<file path="config.mk">
export PLATFORM = sky130hd
export DESIGN_NAME = psl_cell
export DESIGN_NICKNAME = d
export VERILOG_FILES = /design/src/rtl/psl_pkg.sv /design/src/rtl/psl_cell.sv
export SDC_FILE = /design/constraint.sdc
export NUM_CORES = 1
export LEC_CHECK = 0
export ABC_AREA = 1
export BUFFER_PORTS_ARGS = -buffer_cell sky130_fd_sc_hd__buf_2
export CAP_MARGIN = 20
export CORE_AREA = 2 2 39 41
export DETAILED_ROUTE_END_ITERATION = 10
export DIE_AREA = 0 0 41 43
export PLACE_DENSITY = 0.61
export SLEW_MARGIN = 0
export SYNTH_ARGS = -nofsm -noshare
export SYNTH_HDL_FRONTEND = slang
export SYNTH_SLANG_ARGS = --single-unit
export TNS_END_PERCENT = 30
</file>
<file path="constraint.sdc">
create_clock -name i_clk -period 1.15 [get_ports i_clk]
set_input_delay 0.115 -clock i_clk [delete_from_list [all_inputs] [get_ports i_clk]]
set_output_delay 0.115 -clock i_clk [all_outputs]
set_load 0.005 [all_outputs]
</file>
<file path="src/rtl/psl_pkg.sv">
// ----------------------------------------------------------------------------
// psl_pkg: shared types and codes of the point-in-sector locator
// Operation codes, fixed field widths and the token that runs down the
// chain of sector cells.
// ----------------------------------------------------------------------------
package psl_pkg;

    localparam int OP_W          = 2;
    localparam int SLOT_W        = 8;
    localparam int SECTOR_W      = 6;
    localparam int COORD_FIELD_W = 16;

    localparam logic [OP_W-1:0] OP_WRITE_VERTEX = 2'd0;
    localparam logic [OP_W-1:0] OP_APPEND       = 2'd1;
    localparam logic [OP_W-1:0] OP_CLEAR        = 2'd2;
    localparam logic [OP_W-1:0] OP_QUERY        = 2'd3;

    // Marker carried with each entry on its way through the crossing test.
    // scan flags the closing marker that follows the last entry of a query.
    typedef struct packed {
        logic vld;
        logic scan;
    } t_stage;

    // Token handed from cell to cell. For an entry: sec is the wall's sector,
    // hit that the wall is crossed. For the scan marker: sec is the highest
    // odd sector seen so far, hit that one was seen at all.
    typedef struct packed {
        logic                vld;
        logic                scan;
        logic [SECTOR_W-1:0] sec;
        logic                hit;
    } t_tok;

endpackage

</file>
<file path="src/rtl/psl_cell.sv">
// ----------------------------------------------------------------------------
// psl_cell: one sector cell
// Holds the crossing parity of one sector; toggles it on a crossed wall of
// its sector, reports and clears it as the scan marker passes.
// ----------------------------------------------------------------------------
module psl_cell #(
    parameter int CELL_IDX = 0
) (
    input  logic          i_clk,
    input  logic          i_rst_n,
    input  psl_pkg::t_tok i_tok,
    output psl_pkg::t_tok o_tok
);
    import psl_pkg::*;

    logic r_par, n_par;
    t_tok r_tok, n_tok;

    always_comb begin
        n_par = r_par;
        n_tok = i_tok;
        if (i_tok.vld) begin
            if (i_tok.scan) begin
                // later cells overwrite, so the highest odd sector wins
                if (r_par) begin
                    n_tok.sec = SECTOR_W'(CELL_IDX);
                    n_tok.hit = 1'b1;
                end
                n_par = 1'b0;
            end else if (i_tok.hit && (i_tok.sec == SECTOR_W'(CELL_IDX))) begin
                n_par = ~r_par;
            end
        end
    end

    always_ff @(posedge i_clk) begin
        if (!i_rst_n) begin
            r_par     <= 1'b0;
            r_tok.vld <= 1'b0;
        end else begin
            r_par     <= n_par;
            r_tok.vld <= n_tok.vld;
        end
        r_tok.scan <= n_tok.scan;
        r_tok.sec  <= n_tok.sec;
        r_tok.hit  <= n_tok.hit;
    end

    assign o_tok = r_tok;

endmodule

</file>
==> metrics.txt <==
syn_area_per_cell 7.85 um^2; total negative slack 0 ps; Initial DRC Count 2; clk root buf clkbuf_4; final WL 607 um; largest net degree at the start of global routing 8; Combinational Power Share 0.089; crit path max fanout 7; pins over their slew limit 0; Final Setup Violations 0; htree depth 1; first-pass GRT wire length 903 um; Bufs on Longest Clock Path 2; P&R area growth vs syn 46.7%; syn_nets 55; Startpoint Class input port; DR vias 299; number of global-route vias before repair 259; Setup crit end kind register; Seq pwr share 0.489; Final Power 749 uW; RSZ-0062 raised after global routing no; DRC 0; Yosys warnings 0; Worst-Margin Slew 253 ps; Clk pwr share 0.422; clock sinks 10; PwrDens 1480 nW/um^2; First-pass DRT Iterations 2; Die Ht 43 um; wire per inst 7.23 um; GPL Wtd Cong 0.599; final hold vios 0; Post-Syn Instances 44; P_int 591 uW; min-delay worst type in2reg; post-cts resize count 0; fraction of layout cells with a size suffix above 1 0.368; Max Fclk 1.06 GHz; Synth Cell Area 345 um^2; GRT Overall Usage 0.0825; Switch Pwr 159 uW; Max-Cap Viols 0; Cell variety after synth 9; Net Sw Frac 0.212; antenna diode count 0; via/cell ratio 3.56; Period minus WS final 945 ps; Setup CP Type in2reg; die width 41 um; #FFs+latches synth 10; CTS tree built; Final period util 0.821; CP Data Required Time 1320 ps; Max rail drop VDD 0.531 mV; initial antenna violation count 0; Clock transition at path regs 70 ps; Port Buffers 19; Core Box Area 1380 um^2; Initial Util 0.250; IO Pins 20; Placed Area 460 um^2; nets 80; Setup Skew 3.79 ps; CTS Buf Count 3; die area 1760 um^2; hpwl dp 474 um; CP arrival 1110 ps; design area 507 um^2; Filler Cells Inserted 152; worst skew pair latency 270 ps; slew margin rel. 0.831; grt total ovfl 0; outcome completed; register area share after synthesis 0.580; Routed Antenna Nets 0; num rows 14; Leakage 0.311 nW
==> worst paths after layout <==
kind | slack (ps) | to | cells past startpoint | startpoint
max | 210 | o_tok[3] | 5 | i_tok[7]
min | 40 | o_tok[5] | 3 | i_tok[5]
max reg2reg | 340 | o_tok[3] | 3 | r_par
min reg2reg | 520 | r_par | 2 | r_par
==> flip-flops by register name (all words and copies together) (netlist names) <==
register,flops
r_par,1
o_tok,9
==> cells in the final DEF, fill, tap and decap left out <==
cell / synthesis / layout
dlygate4sd3_1: 0 / 1
nand3_1: 2 / 2
a21boi_0: 1 / 1
a21oi_1: 1 / 1
clkbuf_8: 0 / 1
clkbuf_4: 0 / 3
nor2_2: 1 / 1
nor2_1: 1 / 1
nand2_1: 13 / 13
buf_2: 0 / 19
nor2_4: 1 / 1
inv_1: 14 / 14
dfxtp_1: 10 / 10
==> synthesized netlist by cell type, drive strengths merged <==
master / count / area, um^2
inv: 14 / 52.6
nand2: 13 / 48.8
dfxtp: 10 / 200
nor2: 3 / 21.3
nand3: 2 / 10.0
a21boi: 1 / 7.51
a21oi: 1 / 5.00
==> stage by stage <==
step	util	cells	worst slack, ps	hold WS [ps]
2_1_floorplan	-	44	437	143
3_3_place_gp	0.333	79	372	250
3_5_place_dp	0.333	79	343	247
4_1_cts	0.366	84	208	32.1
5_1_grt	0.366	84	159	42.3
6_report	0.366	84	205	39.8
==> logic make-up after synthesis <==
logic type / count (synthesis) / synth area share
DFF: 10 / 0.580
buffers and inverters: 14 / 0.152
AOI/OAI and AO/OA: 2 / 0.0362
and+or+nand+nor: 18 / 0.232
==> critical path, stage by stage <==
cell,delay (ps)
dlygate4sd3_1,520
buf_2,110
nand3_1,200
nand2_1,120
inv_1,40
==> layer usage <==
metal  wire (um)  part of all wire  global-route usage  vias to the layer above
met4          14             0.023               0.100                        0
met1         227              0.37              0.0841                      117
li1            -                 -                   -                      169
met3          49             0.081              0.0314                        2
met5           0                 0                   0                        -
met2         315              0.52               0.109                       11
==> what timing repair did <==
item | CTS | global route
endpoints found under the hold margin | 1 | 0
buffers inserted | 0 | 0
hold buffers | 1 | 0
endpoints found under the setup margin | 0 | 0
==> power by group through the flow <==
stage	sequential [mW]	combinational [mW]	clock [mW]
CTS	0.366	0.0681	0.329
global placement	0.374	0.0654	0
detailed placement	0.374	0.0653	0
finish	0.366	0.0669	0.316
floorplan	0.378	0.0235	0
global route	0.368	0.0775	0.341
==> layout make-up <==
cell class,count,area (um^2),share of cell area
clock buffer,4,36.3,0.0716
inverter,14,52.6,0.104
multi-input combinational,20,92.6,0.183
sequential,10,200,0.395
tap,16,20.0,0.0395
timing repair buffer,20,105,0.207
(Power assumes the default switching activity.)
