<file path="src/rtl/psl_pkg.sv">
// ----------------------------------------------------------------------------
// psl_pkg: shared types and codes of the point-in-sector locator
// Operation codes, fixed field widths and the token that runs down the
// chain of sector cells.
// ----------------------------------------------------------------------------
package psl_pkg;

    localparam int OP_W          = 2;
    localparam int SLOT_W        = 8;
    localparam int SECTOR_W      = 6;
    localparam int COORD_FIELD_W = 16;

    localparam logic [OP_W-1:0] OP_WRITE_VERTEX = 2'd0;
    localparam logic [OP_W-1:0] OP_APPEND       = 2'd1;
    localparam logic [OP_W-1:0] OP_CLEAR        = 2'd2;
    localparam logic [OP_W-1:0] OP_QUERY        = 2'd3;

    // Marker carried with each entry on its way through the crossing test.
    // scan flags the closing marker that follows the last entry of a query.
    typedef struct packed {
        logic vld;
        logic scan;
    } t_stage;

    // Token handed from cell to cell. For an entry: sec is the wall's sector,
    // hit that the wall is crossed. For the scan marker: sec is the highest
    // odd sector seen so far, hit that one was seen at all.
    typedef struct packed {
        logic                vld;
        logic                scan;
        logic [SECTOR_W-1:0] sec;
        logic                hit;
    } t_tok;

endpackage

</file>
<file path="src/rtl/psl_cross.sv">
// ----------------------------------------------------------------------------
// psl_cross: wall crossing test
// Pipelined exact integer test of one wall entry per cycle against the
// query point; emits one token per entry plus the closing scan marker.
// ----------------------------------------------------------------------------
module psl_cross #(
    parameter int COORD_WIDTH  = 16,
    parameter int MAX_VERTICES = 256
) (
    input  logic                                i_clk,
    input  logic                                i_rst_n,
    input  psl_pkg::t_stage                     i_stage,
    input  logic [psl_pkg::SECTOR_W-1:0]        i_ent_sec,
    input  logic [psl_pkg::SLOT_W-1:0]          i_ent_first,
    input  logic [psl_pkg::SLOT_W-1:0]          i_ent_second,
    input  logic signed [COORD_WIDTH-1:0]       i_px,
    input  logic signed [COORD_WIDTH-1:0]       i_py,
    output logic [$clog2(MAX_VERTICES)-1:0]     o_addr_a,
    output logic [$clog2(MAX_VERTICES)-1:0]     o_addr_b,
    input  logic [2*COORD_WIDTH-1:0]            i_vtx_a,
    input  logic [2*COORD_WIDTH-1:0]            i_vtx_b,
    output psl_pkg::t_tok                       o_tok
);
    import psl_pkg::*;

    localparam int CW = COORD_WIDTH;
    localparam int VA = $clog2(MAX_VERTICES);
    localparam int PW = 2 * CW + 2;

    // entry stage: index check and vertex read
    logic w_ok;

    assign w_ok     = (int'(i_ent_first) < MAX_VERTICES) && (int'(i_ent_second) < MAX_VERTICES);
    assign o_addr_a = VA'(i_ent_first);
    assign o_addr_b = VA'(i_ent_second);

    t_stage              r_s2;
    logic                r_s2_ok;
    logic [SECTOR_W-1:0] r_s2_sec;

    // vertex stage: coordinates relative to the point
    logic signed [CW-1:0] w_xa, w_ya, w_xb, w_yb;
    logic signed [CW:0]   w_x1, w_y1, w_x2, w_y2;

    assign w_xa = i_vtx_a[2*CW-1:CW];
    assign w_ya = i_vtx_a[CW-1:0];
    assign w_xb = i_vtx_b[2*CW-1:CW];
    assign w_yb = i_vtx_b[CW-1:0];
    assign w_x1 = (CW+1)'(w_xa) - (CW+1)'(i_px);
    assign w_y1 = (CW+1)'(w_ya) - (CW+1)'(i_py);
    assign w_x2 = (CW+1)'(w_xb) - (CW+1)'(i_px);
    assign w_y2 = (CW+1)'(w_yb) - (CW+1)'(i_py);

    t_stage              r_s3;
    logic                r_s3_ok;
    logic [SECTOR_W-1:0] r_s3_sec;
    logic signed [CW:0]  r_x1, r_y1, r_x2, r_y2;

    // product stage: straddle, slope direction and the two cross terms
    logic                w_straddle, w_cand, w_dxneg;
    logic signed [PW-1:0] w_p1, w_p2;

    assign w_straddle = ((r_x2 >= 0) && (r_x1 <= 0)) || ((r_x2 <= 0) && (r_x1 >= 0));
    assign w_cand     = r_s3_ok && w_straddle && (r_x1 != r_x2);
    assign w_dxneg    = r_x2 < r_x1;
    assign w_p1       = r_y1 * r_x2;
    assign w_p2       = r_y2 * r_x1;

    t_stage               r_s4;
    logic [SECTOR_W-1:0]  r_s4_sec;
    logic                 r_s4_cand, r_s4_dxneg;
    logic signed [PW-1:0] r_p1, r_p2;

    // compare stage: crossing when cross product and dx differ in sign
    logic signed [PW:0] w_diff;
    logic               w_hit;

    assign w_diff = (PW+1)'(r_p1) - (PW+1)'(r_p2);
    assign w_hit  = r_s4_cand && ((w_diff > 0 && r_s4_dxneg) || (w_diff < 0 && !r_s4_dxneg));

    t_tok r_tok;

    always_ff @(posedge i_clk) begin
        if (!i_rst_n) begin
            r_s2.vld  <= 1'b0;
            r_s3.vld  <= 1'b0;
            r_s4.vld  <= 1'b0;
            r_tok.vld <= 1'b0;
        end else begin
            r_s2  <= i_stage;
            r_s3  <= r_s2;
            r_s4  <= r_s3;
            r_tok.vld <= r_s4.vld;
        end
        r_s2_ok    <= w_ok;
        r_s2_sec   <= i_ent_sec;
        r_s3_ok    <= r_s2_ok;
        r_s3_sec   <= r_s2_sec;
        r_x1       <= w_x1;
        r_y1       <= w_y1;
        r_x2       <= w_x2;
        r_y2       <= w_y2;
        r_s4_sec   <= r_s3_sec;
        r_s4_cand  <= w_cand;
        r_s4_dxneg <= w_dxneg;
        r_p1       <= w_p1;
        r_p2       <= w_p2;
        r_tok.scan <= r_s4.scan;
        r_tok.sec  <= r_s4.scan ? '0 : r_s4_sec;
        r_tok.hit  <= !r_s4.scan && w_hit;
    end

    assign o_tok = r_tok;

endmodule

</file>
<file path="config.mk">
export PLATFORM = sky130hd
export DESIGN_NAME = psl_cross
export DESIGN_NICKNAME = d
export VERILOG_FILES = /design/src/rtl/psl_pkg.sv /design/src/rtl/psl_cross.sv
export SDC_FILE = /design/constraint.sdc
export NUM_CORES = 2
export LEC_CHECK = 0
export BUFFER_PORTS_ARGS = -buffer_cell sky130_fd_sc_hd__buf_2
export CAP_MARGIN = 25
export CORE_UTILIZATION = 37
export DETAILED_ROUTE_END_ITERATION = 8
export HOLD_SLACK_MARGIN = 0.02
export SLEW_MARGIN = 25
export SYNTH_ARGS = -nofsm -noshare
export SYNTH_HDL_FRONTEND = slang
export SYNTH_SLANG_ARGS = --single-unit
</file>
<file path="constraint.sdc">
create_clock -name i_clk -period 5.8 [get_ports i_clk]
set_clock_uncertainty 0.05 [all_clocks]
set_input_delay 0.29 -clock i_clk [delete_from_list [all_inputs] [get_ports i_clk]]
set_output_delay 0.29 -clock i_clk [all_outputs]
set_load 0.02 [all_outputs]
</file>
==> run_results.csv <==
group,metric,value,unit
drt,firstDrtPassIters,5,
synthesis,synthFlopType,"dfxtp_1",
synthesis,ys_ff_latch,171,
synthesis,synth_edf_count,3,
global_routing,use_met1,28.2,%
setup_path,path_class,"flop to flop",
layout,drive_above_1_share,20.1,%
clock_network,numClockSinks,171,
layout,fillers,8072,
synthesis,synth.avg_cell_area,9.13,sq um
floorplanning,start_util,37.4,%
sta,holdWs,0.0707,ns
run_status,failed_checks,"setup timing",
sta,finalSetupViolCount,17,
placement,routabilityCongestion,0.928,
layout,final_cell_count_no_fill,4874,
drt,wl,87700,microns
global_routing,grt_busiest_layer,"met2",
sta,grt_setup_unrepaired,"yes",
drt,drt.antenna.violating_nets,0,
setup_path,critPathMaxFanout,5,
clock_network,cts_made_buffers,17,
clock_network,htree_levels,4,
global_routing,grt_pass1_vias,25400,
global_routing,met2_usage,37.3,%
global_routing,grt_max_degree,20,
synthesis,syn_nets,4363,
setup_path,startpoint,"r_y2[6]",
sta,max_freq,163,MHz
layout,layout.nets,4794,
layout,multiInputGateArea,24700,sq um
drt,vias_per_cell,4.86,
floorplanning,io-pin-count,147,
clock_network,tritoncts,"done",
setup_path,ff2ff_path_depth,21,
synthesis,async_flop_share,0,%
hold_path,min_to,"r_y1[0]",
hold_path,hold_path_class,"primary input to flop",
hold_path,holdPathStages,4,
sta,drv_slew,0,
global_routing,grt_pass1_wl,140000,microns
drt,vias,23700,
sta,maxSlewHeadroom,35.7,%
global_routing,grtUsageTotal,21.6,%
sta,tightest_slew,0.940,ns
drt,drt_iter0_drc,1318,
floorplanning,die_x,290,microns
synthesis,seq_area_frac_synth,11.3,%
clock_network,ctsRootBufferMaster,"clkbuf_16",
setup_path,r2r-start,"r_y2[6]",
global_routing,antenna_found_initial,6,
sta,layout_setup_ws,-0.325,ns
clock_network,clock_latency,0.50,ns
synthesis,synth.area.top_cells,"fa_1 (39%), ha_1 (12%), dfxtp_1 (11%)",
synthesis,synth_cells,3359,
setup_path,cp.required,6.17,ns
sta,fin_crit_sh,106,%
placement,numPortBuffers,114,
layout,layout.area.seq,3610,sq um
global_routing,gr-total-overflow,0,
setup_path,crit_path_start_kind,"flop",
floorplanning,rows,105,
synthesis,synth_top_area_share,39.0,%
setup_path,reg2reg_to,"r_p2[32]",
placement,hpwl,75400,microns
sta,period_needed,6.12,ns
synthesis,yosysWarnings,0,
synthesis,synth_cell_type_count,74,
placement,dp.cells,4777,
setup_path,cp.arrival,6.49,ns
floorplanning,die_y,290,microns
hold_path,min-delay-start,"i_vtx_a[0]",
synthesis,synth_top_area_cell,"fa_1",
sta,hold_viol_final,0,
layout,areaGrowthSynthToFinish,21.0,%
floorplanning,dieArea,84000,sq um
setup_path,cp-end-kind,"flop",
synthesis,syn_area,30700,sq um
setup_path,reg2reg_slack,-0.32,ns
sta,tns,-2.66,ns
clock_network,clk_pin_slew,0.08,ns
drt,drc_errors,0,
floorplanning,coreArea,82000,sq um
global_routing,grtUsageMet3,3.20,%
run_status,status,"finished, violations left",
run,max_cap_violations,0,
clock_network,clk_path_buf_depth,2,
drt,wire_per_inst,18.0,microns
-- critical path, stage by stage, from the launching register on --
cell	delay, ns
dfxtp_4	0.37
buf_12	0.14
and2_4	0.16
fa_1	0.51
fa_1	0.51
ha_2	0.20
fa_1	0.47
inv_1	0.05
fa_1	0.50
fa_1	0.53
inv_2	0.05
ha_4	0.16
or3_4	0.38
o221a_4	0.25
o41ai_4	0.28
a21o_1	0.25
a21oi_2	0.10
o41a_1	0.36
o41ai_2	0.28
o21bai_1	0.13
a21oi_1	0.16
xnor2_1	0.13
-- kinds of logic (layout without fill, tap and decap cells) --
logic type                 count (synthesis)  after routing  synth area share, %
and+or+nand+nor                          945            945                 15.3
adders and majority gates                882            882                 50.6
buffers and inverters                    850           1294                 10.6
AOI/OAI and AO/OA                        380            380                 8.40
DFF                                      171            171                 11.3
xor gates and xnor gates                 127            127                 3.63
muxes                                      4              4                0.139
other                                      0              1                    0
-- routing by layer --
metal,vias up,part of all wire (%),routed length [microns]
met3,123,5.2,4520
met4,10,2.9,2550
met5,-,0.071,62
met2,558,49,42700
li1,11200,-,-
met1,11800,43,37900
-- cells in the mapped netlist (all sizes together), types with 4 or more instances --
cell and n:
or3 11, o2111ai 8, nor2 135, o31ai 10
o21ai 80, nor4 18, a2111oi 8, o31a 8
ha 285, o41ai 5, clkbuf 94, a211oi 13
a31oi 12, xnor2 104, fa 597, nor3 22
dfxtp 168, o22ai 7, o211a 4, a21o 32
a41o 4, nor2b 33, buf 18, nand3b 4
inv 737, and3 12, and2 301, nand3 31
nand2 334, o21bai 13, o211ai 5, o21a 35
xor2 23, nand4 16, a21boi 16, nand2b 19
a21oi 91
-- flip-flops by register name, summed over array words and instances (netlist names) --
signal	cells
r_s4_cand	1
r_s4	2
r_s3	2
r_p2	34
r_s2	2
o_tok	9
r_s4_dxneg	1
r_x1	17
r_s3_sec	6
r_y1	17
r_s4_sec	6
r_s2_sec	6
r_x2	17
r_y2	17
r_p1	34
-- how the worst max path moves through the flow --
stage	depth (start not counted)	end
after floorplan	26	r_p2[32]
after global placement	23	r_p1[33]
after detailed placement	23	r_p1[33]
after CTS	23	r_p1[33]
after global routing	24	r_p2[32]
final	21	r_p2[32]
-- final cells by class --
| cell class | count | area share, % |
|---|---|---|
| clock buffer | 18 | 1.16 |
| sequential | 171 | 9.74 |
| clock inverter | 14 | 0.455 |
| timing repair buffer | 524 | 11.0 |
| tap | 1070 | 3.61 |
| multi-input combinational | 2338 | 66.5 |
| inverter | 738 | 7.47 |
| antenna | 1 | 0.00675 |
-- per-stage QoR --
stage	area, sq um	util, %	worst slack, ns
2_1_floorplan	31000	-	-0.0804
3_5_place_dp	35100	42.8	-0.719
6_report	37100	45.2	-0.325
3_3_place_gp	35100	42.8	-0.722
4_1_cts	36500	44.5	-0.325
5_1_grt	37100	45.2	-0.518
-- cells in the final DEF, fill, tap and decap left out, types with 15 or more instances in the layout --
| cell type | instances |
|---|---|
| inv_1 | 710 |
| fa_1 | 578 |
| buf_4 | 346 |
| nand2_1 | 323 |
| and2_1 | 286 |
| ha_1 | 266 |
| nor2_1 | 129 |
| buf_2 | 115 |
| dfxtp_1 | 114 |
| xnor2_1 | 99 |
| a21oi_1 | 74 |
| o21ai_0 | 64 |
| dfxtp_4 | 37 |
| o21a_1 | 34 |
| a21o_1 | 32 |
| nand3_1 | 31 |
| nor2b_1 | 31 |
| inv_2 | 27 |
| buf_6 | 26 |
| xor2_1 | 22 |
| buf_12 | 22 |
| nor3_1 | 20 |
| nand2b_1 | 19 |
| fa_2 | 19 |
| nor4_1 | 17 |
| clkbuf_16 | 17 |
| dfxtp_2 | 17 |
| nand4_1 | 16 |
| and2_4 | 15 |
| a21boi_0 | 15 |
| ha_4 | 15 |
-- repair_timing --
action,4_1_cts,5_1_grt
cloned,1,0
pin swaps,70,70
resized for setup,181,117
hold buffers,10,0
buffers inserted,26,34
setup endpoints to repair,24,24
hold endpoints to repair,14,0
Power is left out: the tool's default activity adds up to more than one toggle a clock period on the data nets, which glitch-free logic cannot reach.
